===== config.mk =====
export PLATFORM = sky130hd
export DESIGN_NAME = utf8_to_utf16_stream_core
export DESIGN_NICKNAME = d
export VERILOG_FILES = /design/src/sv/u8u16_pkg.sv /design/src/sv/u8u16_dec.sv /design/src/sv/u8u16_obuf.sv /design/src/sv/utf8_to_utf16_stream_core.sv
export SDC_FILE = /design/constraint.sdc
export NUM_CORES = 1
export LEC_CHECK = 0
export ABC_AREA = 1
export BUFFER_PORTS_ARGS = -buffer_cell sky130_fd_sc_hd__buf_2
export CORE_MARGIN = 4
export CORE_UTILIZATION = 37
export CTS_CLUSTER_DIAMETER = 40
export DETAILED_ROUTE_END_ITERATION = 10
export PLACE_DENSITY = 0.61
export SLEW_MARGIN = 20
export SYNTH_ARGS = -nofsm -noshare
export SYNTH_HDL_FRONTEND = slang
export SYNTH_SLANG_ARGS = --single-unit

===== constraint.sdc =====
create_clock -name aclk -period 12.62 [get_ports aclk]
set_clock_uncertainty 0.2 [all_clocks]
set_input_delay 1.262 -clock aclk [delete_from_list [all_inputs] [get_ports aclk]]
set_output_delay 1.262 -clock aclk [all_outputs]
set_load 0.02 [all_outputs]

===== src/sv/u8u16_pkg.sv =====
`default_nettype none

package u8u16_pkg;

    localparam logic [1:0] KIND_UNIT   = 2'd0;
    localparam logic [1:0] KIND_FINISH = 2'd1;
    localparam logic [1:0] KIND_ERROR  = 2'd2;

    localparam logic [1:0] ORDER_BIG = 2'd2;

    localparam logic REG_BYTE_ORDER = 1'b0;
    localparam logic REG_MAX_UNITS  = 1'b1;

    localparam logic [15:0] MAX_UNITS_RESET = 16'd255;

    localparam int CP_W = 21;

    localparam logic [CP_W-1:0] CP_MAX       = 21'h10FFFF;
    localparam logic [CP_W-1:0] CP_SUPP_BASE = 21'h010000;
    localparam logic [CP_W-1:0] CP_LOW_2     = 21'h000080;
    localparam logic [CP_W-1:0] CP_LOW_3     = 21'h000800;
    localparam logic [CP_W-1:0] SURR_MASK    = 21'h1FF800;
    localparam logic [CP_W-1:0] SURR_BASE    = 21'h00D800;

    localparam logic [15:0] HI_SURR  = 16'hD800;
    localparam logic [15:0] LO_SURR  = 16'hDC00;

    typedef struct packed {
        logic [15:0] code_unit;
        logic [1:0]  result_kind;
        logic [15:0] unit_count;
    } result_t;

    typedef struct packed {
        logic [1:0]        n;
        result_t [2:0]     slot;
    } bundle_t;

    typedef struct packed {
        logic [1:0]  byte_order;
        logic [15:0] max_units;
    } cfg_t;

    function automatic logic [15:0] order_unit(input logic [15:0] u, input logic [1:0] ord);
        return (ord == ORDER_BIG) ? {u[7:0], u[15:8]} : u;
    endfunction

endpackage

`default_nettype wire


===== src/sv/u8u16_dec.sv =====
`default_nettype none

module u8u16_dec #(
    parameter int COUNT_WIDTH = 16
) (
    input  wire logic                aclk,
    input  wire logic                aresetn,
    input  wire logic                take,
    input  wire logic [7:0]          byte_in,
    input  wire logic                final_byte,
    input  wire u8u16_pkg::cfg_t     cfg,
    output u8u16_pkg::bundle_t       bundle
);
    import u8u16_pkg::*;

    localparam int LIM_W = (COUNT_WIDTH > 16) ? COUNT_WIDTH : 16;

    logic [CP_W-1:0]        acc_reg, acc_next;
    logic [2:0]             br_reg, br_next;
    logic [2:0]             seq_reg, seq_next;
    logic [COUNT_WIDTH-1:0] units_reg, units_next;
    logic                   stop_reg, stop_next;

    logic [LIM_W-1:0] cap, max_ext, limit;

    assign cap     = LIM_W'({COUNT_WIDTH{1'b1}});
    assign max_ext = LIM_W'(cfg.max_units);
    assign limit   = (max_ext < cap) ? max_ext : cap;

    always_comb begin
        logic                   emit_go;
        logic [CP_W-1:0]        cp;
        logic [CP_W-1:0]        lowest;
        logic [CP_W-1:0]        v;
        logic [1:0]             need;
        logic [LIM_W:0]         units_sum;
        logic [COUNT_WIDTH-1:0] units_after;
        logic [1:0]             nu;
        logic [15:0]            u0, u1;
        logic                   term_fin, term_err;
        result_t                r_u0, r_u1, r_t;

        acc_next    = acc_reg;
        br_next     = br_reg;
        seq_next    = seq_reg;
        stop_next   = stop_reg;
        emit_go     = 1'b0;
        cp          = '0;
        lowest      = CP_SUPP_BASE;
        term_fin    = 1'b0;
        term_err    = 1'b0;
        nu          = 2'd0;
        u0          = '0;
        u1          = '0;
        units_after = units_reg;

        if (!stop_reg) begin
            if (br_reg == 3'd0) begin
                if (LIM_W'(units_reg) >= limit) begin
                    term_fin = 1'b1;
                end else if (byte_in == 8'd0) begin
                    term_fin = 1'b1;
                end else if (!byte_in[7]) begin
                    emit_go = 1'b1;
                    cp      = CP_W'(byte_in);
                end else begin
                    priority if (byte_in[7:5] == 3'b110) begin
                        acc_next = CP_W'(byte_in[4:0]);
                        seq_next = 3'd2;
                    end else if (byte_in[7:4] == 4'b1110) begin
                        acc_next = CP_W'(byte_in[3:0]);
                        seq_next = 3'd3;
                    end else if (byte_in[7:3] == 5'b11110) begin
                        acc_next = CP_W'(byte_in[2:0]);
                        seq_next = 3'd4;
                    end else begin
                        seq_next = 3'd0;
                    end
                    if (seq_next == 3'd0 || final_byte) begin
                        term_err = 1'b1;
                    end else begin
                        br_next = seq_next - 3'd1;
                    end
                end
            end else begin
                if (byte_in[7:6] != 2'b10) begin
                    term_err = 1'b1;
                end else begin
                    acc_next = {acc_reg[CP_W-7:0], byte_in[5:0]};
                    br_next  = br_reg - 3'd1;
                    if (br_next == 3'd0) begin
                        priority if (seq_reg == 3'd2) begin
                            lowest = CP_LOW_2;
                        end else if (seq_reg == 3'd3) begin
                            lowest = CP_LOW_3;
                        end else begin
                            lowest = CP_SUPP_BASE;
                        end
                        if (acc_next < lowest || acc_next > CP_MAX
                            || (acc_next & SURR_MASK) == SURR_BASE) begin
                            term_err = 1'b1;
                        end else begin
                            emit_go = 1'b1;
                            cp      = acc_next;
                        end
                    end else if (final_byte) begin
                        term_err = 1'b1;
                    end
                end
            end
        end

        need      = (cp >= CP_SUPP_BASE) ? 2'd2 : 2'd1;
        units_sum = (LIM_W+1)'(units_reg) + (LIM_W+1)'(need);
        v         = cp - CP_SUPP_BASE;

        if (emit_go) begin
            if (units_sum > {1'b0, limit}) begin
                term_fin = 1'b1;
            end else begin
                nu          = need;
                units_after = units_reg + COUNT_WIDTH'(need);
                if (need == 2'd2) begin
                    u0 = HI_SURR | 16'(v[19:10]);
                    u1 = LO_SURR | 16'(v[9:0]);
                end else begin
                    u0 = cp[15:0];
                end
                if (LIM_W'(units_after) >= limit) begin
                    term_fin = 1'b1;
                end
            end
        end

        if (final_byte && !stop_reg && !term_fin && !term_err) begin
            term_fin = 1'b1;
        end

        if (term_fin || term_err) begin
            stop_next = 1'b1;
            br_next   = 3'd0;
        end
        units_next = units_after;

        if (final_byte) begin
            acc_next   = '0;
            br_next    = 3'd0;
            seq_next   = 3'd0;
            units_next = '0;
            stop_next  = 1'b0;
        end

        r_u0 = '{code_unit: order_unit(u0, cfg.byte_order), result_kind: KIND_UNIT,
                 unit_count: 16'd0};
        r_u1 = '{code_unit: order_unit(u1, cfg.byte_order), result_kind: KIND_UNIT,
                 unit_count: 16'd0};
        r_t  = '{code_unit: 16'd0, result_kind: term_err ? KIND_ERROR : KIND_FINISH,
                 unit_count: term_fin ? 16'(units_after) : 16'd0};

        bundle.slot = '0;
        unique case (nu)
            2'd0: begin
                bundle.slot[0] = r_t;
            end
            2'd1: begin
                bundle.slot[0] = r_u0;
                bundle.slot[1] = r_t;
            end
            default: begin
                bundle.slot[0] = r_u0;
                bundle.slot[1] = r_u1;
                bundle.slot[2] = r_t;
            end
        endcase
        bundle.n = nu + 2'((term_fin || term_err) ? 1 : 0);
    end

    always_ff @(posedge aclk) begin
        if (!aresetn) begin
            acc_reg   <= '0;
            br_reg    <= '0;
            seq_reg   <= '0;
            units_reg <= '0;
            stop_reg  <= 1'b0;
        end else if (take) begin
            acc_reg   <= acc_next;
            br_reg    <= br_next;
            seq_reg   <= seq_next;
            units_reg <= units_next;
            stop_reg  <= stop_next;
        end
    end

    a_stop_no_pending: assert property (@(posedge aclk) disable iff (!aresetn)
        stop_reg |-> br_reg == 3'd0)
        else $error("stopped with sequence bytes pending");

    a_final_clears: assert property (@(posedge aclk) disable iff (!aresetn)
        take && final_byte |=> !stop_reg && units_reg == '0 && br_reg == 3'd0)
        else $error("string state not cleared after final byte");

    a_units_in_limit: assert property (@(posedge aclk) disable iff (!aresetn)
        take && !final_byte && $stable(cfg.max_units) |=> LIM_W'(units_reg) <= limit)
        else $error("unit count beyond limit");

endmodule

`default_nettype wire


===== src/sv/u8u16_obuf.sv =====
`default_nettype none

module u8u16_obuf (
    input  wire logic                aclk,
    input  wire logic                aresetn,
    input  wire logic                s_tvalid,
    output logic                     s_tready,
    input  wire u8u16_pkg::bundle_t  bundle,
    output logic                     m_tvalid,
    input  wire logic                m_tready,
    output u8u16_pkg::result_t       m_res,
    output logic                     m_last
);
    import u8u16_pkg::*;

    result_t [2:0] slot_reg;
    logic [1:0]    cnt_reg;
    logic          load;
    logic          pop;

    assign s_tready = (cnt_reg == 2'd0) || (cnt_reg == 2'd1 && m_tready);
    assign load     = s_tvalid && s_tready;
    assign pop      = m_tvalid && m_tready;
    assign m_tvalid = (cnt_reg != 2'd0);
    assign m_res    = slot_reg[0];
    assign m_last   = (cnt_reg == 2'd1);

    always_ff @(posedge aclk) begin
        if (load) begin
            slot_reg <= bundle.slot;
        end else if (pop) begin
            slot_reg <= {slot_reg[2], slot_reg[2:1]};
        end
    end

    always_ff @(posedge aclk) begin
        if (!aresetn) begin
            cnt_reg <= 2'd0;
        end else if (load) begin
            cnt_reg <= bundle.n;
        end else if (pop) begin
            cnt_reg <= cnt_reg - 2'd1;
        end
    end

    a_load_shows: assert property (@(posedge aclk) disable iff (!aresetn)
        load && bundle.n != 2'd0 |=> m_tvalid && m_res == $past(bundle.slot[0]))
        else $error("loaded result not presented");

    a_units_lead: assert property (@(posedge aclk) disable iff (!aresetn)
        cnt_reg > 2'd1 |-> slot_reg[0].result_kind == KIND_UNIT)
        else $error("terminal result ahead of other results");

    a_hold_input: assert property (@(posedge aclk) disable iff (!aresetn)
        cnt_reg > 2'd1 |-> !s_tready)
        else $error("input taken while results remain");

endmodule

`default_nettype wire


===== src/sv/utf8_to_utf16_stream_core.sv =====
// Results: first result of a byte is valid in the cycle after its input transfer.
// Throughput: one byte per cycle while each byte gives at most one result and the
//   output accepts it; a byte giving k results (k up to 3) holds the input until
//   the result buffer has drained to its last result and that result is taken.
// Reset: synchronous, active low; clears string state and buffer, byte_order to
//   host order and max_units to 255.
`default_nettype none

module utf8_to_utf16_stream_core #(
    parameter int COUNT_WIDTH = 16
) (
    input  wire logic        aclk,
    input  wire logic        aresetn,
    input  wire logic        cfg_wr_en,
    input  wire logic        cfg_addr,
    input  wire logic [15:0] cfg_wdata,
    input  wire logic        s_tvalid,
    output logic             s_tready,
    input  wire logic [7:0]  s_tdata,   // [7:0] byte_in
    input  wire logic        s_tlast,
    output logic             m_tvalid,
    input  wire logic        m_tready,
    output logic [31:0]      m_tdata,   // [15:0] code_unit, [31:16] unit_count
    output logic [1:0]       m_tuser,   // [1:0] result_kind
    output logic             m_tlast
);
    import u8u16_pkg::*;

    cfg_t    cfg_reg;
    bundle_t bundle;
    result_t m_res;

    always_ff @(posedge aclk) begin
        if (!aresetn) begin
            cfg_reg.byte_order <= 2'd0;
            cfg_reg.max_units  <= MAX_UNITS_RESET;
        end else if (cfg_wr_en) begin
            unique case (cfg_addr)
                REG_BYTE_ORDER: cfg_reg.byte_order <= cfg_wdata[1:0];
                REG_MAX_UNITS:  cfg_reg.max_units  <= cfg_wdata;
                default:        cfg_reg            <= cfg_reg;
            endcase
        end
    end

    u8u16_dec #(
        .COUNT_WIDTH(COUNT_WIDTH)
    ) u_dec (
        .aclk       (aclk),
        .aresetn    (aresetn),
        .take       (s_tvalid && s_tready),
        .byte_in    (s_tdata),
        .final_byte (s_tlast),
        .cfg        (cfg_reg),
        .bundle     (bundle)
    );

    u8u16_obuf u_obuf (
        .aclk     (aclk),
        .aresetn  (aresetn),
        .s_tvalid (s_tvalid),
        .s_tready (s_tready),
        .bundle   (bundle),
        .m_tvalid (m_tvalid),
        .m_tready (m_tready),
        .m_res    (m_res),
        .m_last   (m_tlast)
    );

    assign m_tdata = {m_res.unit_count, m_res.code_unit};
    assign m_tuser = m_res.result_kind;

endmodule

`default_nettype wire


==> results.cfg, run 1 <==
[sta]
hold_violations = 0
setup-tns-final_ns = 0
fmax_mhz = 133
relSlewSlack_pct = 40.2
slew_worst_pin_ns = 0.894
timing.final.crit_period_ns = 7.54
unrepaired_setup_endpoints_after_global_routing = false
timing.final.setup_violations = 0
layout_worst_path_cycle_share_pct = 59.8
timing_max_transition_violations_final = 0
fin_hold_ws_ns = 0.261

[clocking]
clk_pin_slew_ns = 0.07
cts-buffers-inserted = 17
clock_insertion_delay_at_the_later_pin_of_the_skew_report_ns = 0.43
ctsHoldBuffers = 0
cts.root.buffer_cell = clkbuf_16
cts_sinks = 144
cts_resized = 0
ctsHtreeMaxLevel = 4
cts_tree = yes
cts_post_setup_buffers_inserted = 0
max-clock-path-buffers = 2

[run_status]
status = finished clean

[worst_setup_path]
path_max_fanout = 47
critical_path_arrival_ns = 7.67
path_class = primary input to flop
crit_top_cell = inv_1
timing.critical_path.from = s_tdata[7]
critical_path_endpoint_category = flop
worst_path_dominant_cell_family = simple AND/OR/NAND/NOR gates
critPathRequiredTime_ns = 12.74
cp.buffers_inverters = 12
worstReg2RegStart = u_dec.br_reg[0]$_SDFFE_PN0P_
slowest_stage = buf_4
critical-path-max-stage-delay_ns = 0.50
setup.worst_path.start_class = primary input

[synth]
yosys.cell_types.count = 54
mappedNetlistArea_um2 = 8660
synth_edf_count = 86
synth.ff_latch_count = 144
syn-instance-count = 1066
syn-num-nets = 1141
syn-mean-instance-area_um2 = 8.12
async_flop_share_pct = 0
seq_area_frac_synth_pct = 43.2
synth_flop_cell = edfxtp_1
synth_warnings = 0

[detailed_routing]
drc_errors = 0
drtIter0Drc = 614
drt-vias-per-instance = 5.00
wire_per_inst_um = 14.4
routed-via-count = 7048
totalWireLength_mm = 20.2
drt_pass1_iterations = 5
antenna_violating_nets_post_route = 0

[finish]
multiInputGateArea_um2 = 3960
final_layout_size_suffix_gt1_share_pct = 15.8
final_nets = 1159
final.fill_count = 2352
largest_register_ff_count = 52
flow.area_growth_from_synthesis_pct = 10.6
antenna_cells_inserted = 0
final_util_pct = 41.9
area.sequential_um2 = 3740

[floorplan]
num_io_pins = 68
starting_utilization_of_the_core_area_pct = 37.9
die_x_um = 161
core.rowCount = 55
core_um2 = 22800
die_area_um2 = 25900
height_of_the_chip_um = 161

[global_route]
globalRoute.totalOverflow = 0
first_global_vias = 6404
wire_length_of_the_first_global_routing_pass_mm = 33.4
grt_max_degree = 70
initial_antenna_violation_count = 0
grt.total_usage_pct = 15.7

[pwr]
p_leak_nw = 4.13
power_per_cell_area_nw_per_um2 = 192
irDropWorstVdd_v = 0.000125
power.total_mw = 1.84

[flow_run]
max_capacitance_violation_total = 0

[hold_path]
hold_class = flop to flop
hold_path.startpoint = u_dec.seq_reg[2]$_SDFFE_PN0P_

[placed_design]
port-buffer-count = 67
gp_routability_congestion = 0.896
placed_wire_length_estimate_mm = 14.8
-- layout by cell type, fill, tap and decap left out, types with 3 or more instances in the layout --
master	n
clkbuf_16	17
nand2_1	257
a21oi_1	84
o21ai_0	51
xor2_1	11
nor2_4	3
buf_2	67
nor3_1	11
o211ai_1	15
nand3_1	44
inv_2	12
ha_1	43
edfxtp_1	86
buf_4	7
o31ai_1	3
nand3_2	6
o21ai_1	39
dfxtp_1	58
nand4_1	17
nor2_1	60
inv_6	7
nand2_2	7
o21ai_2	14
a211oi_1	12
nor2_2	10
inv_1	116
-- routing by layer --
layer | GRT usage [%] | vias to the layer above | wire length (um)
li1 | - | 3584 | -
met1 | 24.2 | 3229 | 10600
met2 | 22.2 | 208 | 8120
met3 | 3.11 | 27 | 1200
met4 | 4.46 | 0 | 333
met5 | 0 | - | 0
-- kinds of logic (layout without fill, tap and decap cells) --
kind of cell             Yosys count  count (layout)  synth area share [%]
AO/OA/AOI/OAI                    231             231                  15.4
XOR/XNOR                          12              12                  1.21
adder cells (fa/ha/maj)           44              44                  6.44
buffers and inverters            206             237                  11.2
flip-flops                       144             144                  43.2
other                              1               1                0.0433
AND/OR/NAND/NOR                  428             428                  22.5
-- layout make-up --
cell class | instances | share of cell area (%)
Timing Repair Buffer | 74 | 4.05
Clock inverter | 15 | 1.83
Inverter | 131 | 5.20
Multi-Input combinational cell | 716 | 41.3
Tap cell | 313 | 4.09
Sequential cell | 144 | 39.1
Clock buffer | 17 | 4.44
-- synthesized netlist by cell type (all sizes together) (3+ instances only) --
library cell | count | area, um2
edfxtp | 86 | 2580
nand4 | 20 | 161
nand3 | 52 | 315
a211oi | 12 | 90.1
nand2 | 266 | 1040
xor2 | 11 | 96.3
o21ai | 104 | 573
dfxtp | 58 | 1160
a21oi | 86 | 438
o211ai | 17 | 138
buf | 46 | 362
ha | 43 | 538
clkbuf | 29 | 109
o31ai | 3 | 22.5
nor2 | 74 | 339
inv | 129 | 489
nor3 | 12 | 65.1
-- where the power goes --
part	internal, mW	switching, mW	leakage (nW)	total [mW]
Combinational	0.157	0.428	2.50	0.585
Sequential	0.692	0.0434	1.34	0.735
Clock	0.298	0.218	0.286	0.516
-- worst paths after layout --
path | to | slack [ns] | cells after the start
worst max register to register | u_obuf.cnt_reg[0]$_SDFFE_PN0P_ | 5.12 | 49
worst min-delay path | u_dec.seq_reg[2]$_SDFFE_PN0P_ | 0.26 | 2
worst min register to register | u_dec.seq_reg[2]$_SDFFE_PN0P_ | 0.26 | 2
worst max-delay path | u_obuf.cnt_reg[0]$_SDFFE_PN0P_ | 5.08 | 46
-- metrics by stage --
step	cell area [um2]	cells	worst slack, ns
global placement	8980	1378	4.88
detailed placement	8980	1378	4.63
global route	9580	1410	4.23
finish	9580	1410	5.08
floorplan	8660	1066	6.00
CTS	9580	1410	5.05
-- worst reg2reg max path: cells and delay by family, from the launching register on --
| family | cells | cell delay (ns) |
|---|---|---|
| xor gates and xnor gates | 1 | 0.15 |
| buffers and inverters | 11 | 1.45 |
| adders and majority gates | 6 | 1.50 |
| and+or+nand+nor | 28 | 3.37 |
| AOI/OAI and AO/OA | 3 | 0.38 |
| DFF | 1 | 0.36 |
(Power assumes the default switching activity.)
==> run 2, diff against run 1 <==
ABC_AREA = 0   (was 1)
clock period = 7.02 ns   (was 12.62 ns; I/O delays follow)
==> run 2 against run 1 <==
  * Synthesized cell count shrank 15%
  * Sequential power increased by 48%
  * Sequential cell count unchanged
  * Final cell count decreased by 12%
  * Core utilization increased by 1.1 points
  * Wire length up 5.3%
  * Die area shrank 1.8%
  * Count of clock-buffer cells in the layout did not move
  * First-iteration DRC count decreased by 8.8%
  * Worst hold slack gained 0.0068 ns
  * Register-to-register slack got worse by 4.8 ns
  * Global-route usage increased by 0.89 points
  * Largest cell class unchanged
==> results.cfg, run 2 <==
[clocking]
cts_tree = yes
cts-buffers-inserted = 17
ctsHtreeMaxLevel = 4
cts_sinks = 144
cts.root.buffer_cell = clkbuf_16
clock_insertion_delay_at_the_later_pin_of_the_skew_report_ns = 0.43
max-clock-path-buffers = 2
clk_pin_slew_ns = 0.07
ctsHoldBuffers = 0

[worst_setup_path]
slowest_stage = or4_1
setup.worst_path.start_class = flop
path_class = flop to flop
critical_path_arrival_ns = 6.65
crit_top_cell = and3_1
path_max_fanout = 7
critical_path_endpoint_category = flop
critPathRequiredTime_ns = 6.99
critical-path-max-stage-delay_ns = 0.63
worst_case_reg_to_reg_path_depth = 31

[placed_design]
dpl_cell_area_um2 = 8990
port-buffer-count = 67
gp_routability_congestion = 0.835
placed_wire_length_estimate_mm = 14.9

[finish]
final_nets = 1020
final_cell_mix = nand2_1 (118), edfxtp_1 (86), buf_2 (67), dfxtp_1 (58), o21ai_0 (52)
finished_cell_area_um2 = 9740
flow.area_growth_from_synthesis_pct = 14.6
layout.cells.most_common = nand2_1
final_layout_size_suffix_gt1_share_pct = 18.9
largest_register_ff_count = 52
antenna_cells_inserted = 0

[synth]
async_flop_share_pct = 0
synth_warnings = 0
mappedNetlistArea_um2 = 8490
seq_area_frac_synth_pct = 44.1
syn-instance-count = 906
synth.ff_latch_count = 144
yosys-top-cells-count = nand2_1 (119), edfxtp_1 (86), dfxtp_1 (58)
yosys.cell_types.count = 72
synth_most_common_cell = nand2_1
syn-mean-instance-area_um2 = 9.38
synth.area.top_cells = edfxtp_1 (30%), dfxtp_1 (14%), ha_1 (6.3%), nand2_1 (5.3%), o21ai_0 (3.1%)
synthDominantAreaCellType = edfxtp_1
synth_top_area_share_pct = 30.4
synth_flop_cell = edfxtp_1
syn-num-nets = 981
synth_edf_count = 86

[global_route]
grt.total_usage_pct = 16.6
first_global_vias = 6298
globalRoute.totalOverflow = 0
grt_max_degree = 73
wire_length_of_the_first_global_routing_pass_mm = 34.6
initial_antenna_violation_count = 0

[floorplan]
core.rowCount = 55
die_area_um2 = 25400
core_um2 = 22600
num_io_pins = 68
height_of_the_chip_um = 160
starting_utilization_of_the_core_area_pct = 37.5
die_x_um = 160

[sta]
slew_worst_pin_ns = 1.10
timing.final.crit_period_ns = 6.67
relSlewSlack_pct = 26.5
layout_worst_path_cycle_share_pct = 95.1
fmax_mhz = 150
timing.final.setup_violations = 0
setup-tns-final_ns = 0
timing_max_transition_violations_final = 0
hold_violations = 0

[detailed_routing]
topRoutingLayerUsed = met4
drtIter0Drc = 560
drc_errors = 0
met2RoutedLength_mm = 9.30
met1Wirelength_mm = 10.5
detailroute.wirelength.met3_mm = 1.23
antenna_violating_nets_post_route = 0
totalWireLength_mm = 21.3
drt-vias-per-instance = 5.40
wire_per_inst_um = 17.1
routed-via-count = 6713
drt_pass1_iterations = 6

[pwr]
p_seq_share_pct = 44.1
p_leak_nw = 3.84
cellInternalPower_mw = 1.71
power.combinational.fraction_pct = 19.6
power.switching_fraction_pct = 30.5
power_per_cell_area_nw_per_um2 = 253
irDropWorstVdd_v = 0.000154
power.clock.fraction_pct = 36.3
power_switching_mw = 0.751

[run_status]
status = finished clean

[flow_run]
max_capacitance_violation_total = 0

[hold_path]
timing.hold.worst_path_depth = 2
hold_class = flop to flop
run 2: cell types whose count changed after synthesis, sizes merged, moves of 14 or more:
cell | before | now
inv | 129 | 36
clkbuf | 29 | 44
nor2 | 74 | 52
a22o | 0 | 18
a21boi | 0 | 20
xnor2 | 1 | 19
a32o | 0 | 14
nor2b | 0 | 17
o21ai | 104 | 58
nand2 | 266 | 119
a21oi | 86 | 42
run 2: through the flow:
step	utilization, %	power (mW)	cells	hold WS, ns	setup WS (ns)
floorplan	-	1.49	906	0.239	0.0192
global placement	39.7	1.57	1202	0.253	0.00613
detailed placement	39.7	1.58	1202	0.262	-0.127
CTS	42.3	2.47	1234	0.271	0.0169
global route	43.0	2.57	1243	0.291	-0.00844
finish	43.0	2.46	1243	0.268	0.345
run 2: worst max-delay path: cells and delay by family, from the launching register on:
kind | cells | cell delay [ns]
buffers and inverters | 3 | 0.28
adders and majority gates | 3 | 0.69
and+or+nand+nor | 16 | 3.25
xor gates and xnor gates | 2 | 0.32
AOI/OAI and AO/OA | 7 | 1.30
DFF | 1 | 0.37
run 2: power groups by stage:
stage                     clock (mW)  combinational (mW)  sequential [mW]
after global placement             0               0.469             1.10
after floorplan                    0               0.391             1.10
after global routing           0.944               0.532             1.10
after CTS                      0.907               0.476             1.09
final                          0.892               0.483             1.09
after detailed placement           0               0.473             1.10
run 2: cell families after synthesis:
family          count (synthesis)  share of synthesized area (%)
fa+ha+maj                      44                           6.57
simple gates                  327                           19.2
flops                         144                           44.1
other cells                     1                         0.0441
compound gates                221                           18.4
xor+xnor                       32                           3.30
mux                             8                          0.987
buf+inv                       129                           7.41
run 2: worst paths after layout:
path	startpoint	endpoint	slack, ns
worst min register to register	cfg_reg[13]$_SDFFE_PN0P_	cfg_reg[13]$_SDFFE_PN0P_	0.27
worst max-delay path	u_dec.acc_reg[2]$_SDFFE_PN0P_	u_obuf.slot_reg[45]$_DFFE_PP_	0.35
worst min-delay path	cfg_reg[13]$_SDFFE_PN0P_	cfg_reg[13]$_SDFFE_PN0P_	0.27
worst max register to register	u_dec.acc_reg[2]$_SDFFE_PN0P_	u_obuf.slot_reg[45]$_DFFE_PP_	0.35
run 2: repair_timing:
action	in CTS	in global routing
gates resized for setup	2	15
cloned	0	1
pin swaps	0	8
endpoints found under the setup margin	25	102
setup buffers	0	8
run 2: cell type report:
class | count | area, um2
fill | 2146 | 12900
multi-input combinational | 634 | 4250
sequential | 144 | 3740
timing repair buffer | 112 | 673
clock buffer | 17 | 425
tap | 285 | 357
clock inverter | 15 | 153
inverter | 36 | 135
run 2: metal layers:
metal,GRT usage (%),up-vias
met3,3.18,24
met1,24.7,3169
li1,-,3332
met4,4.30,0
met2,24.8,188
met5,0,-
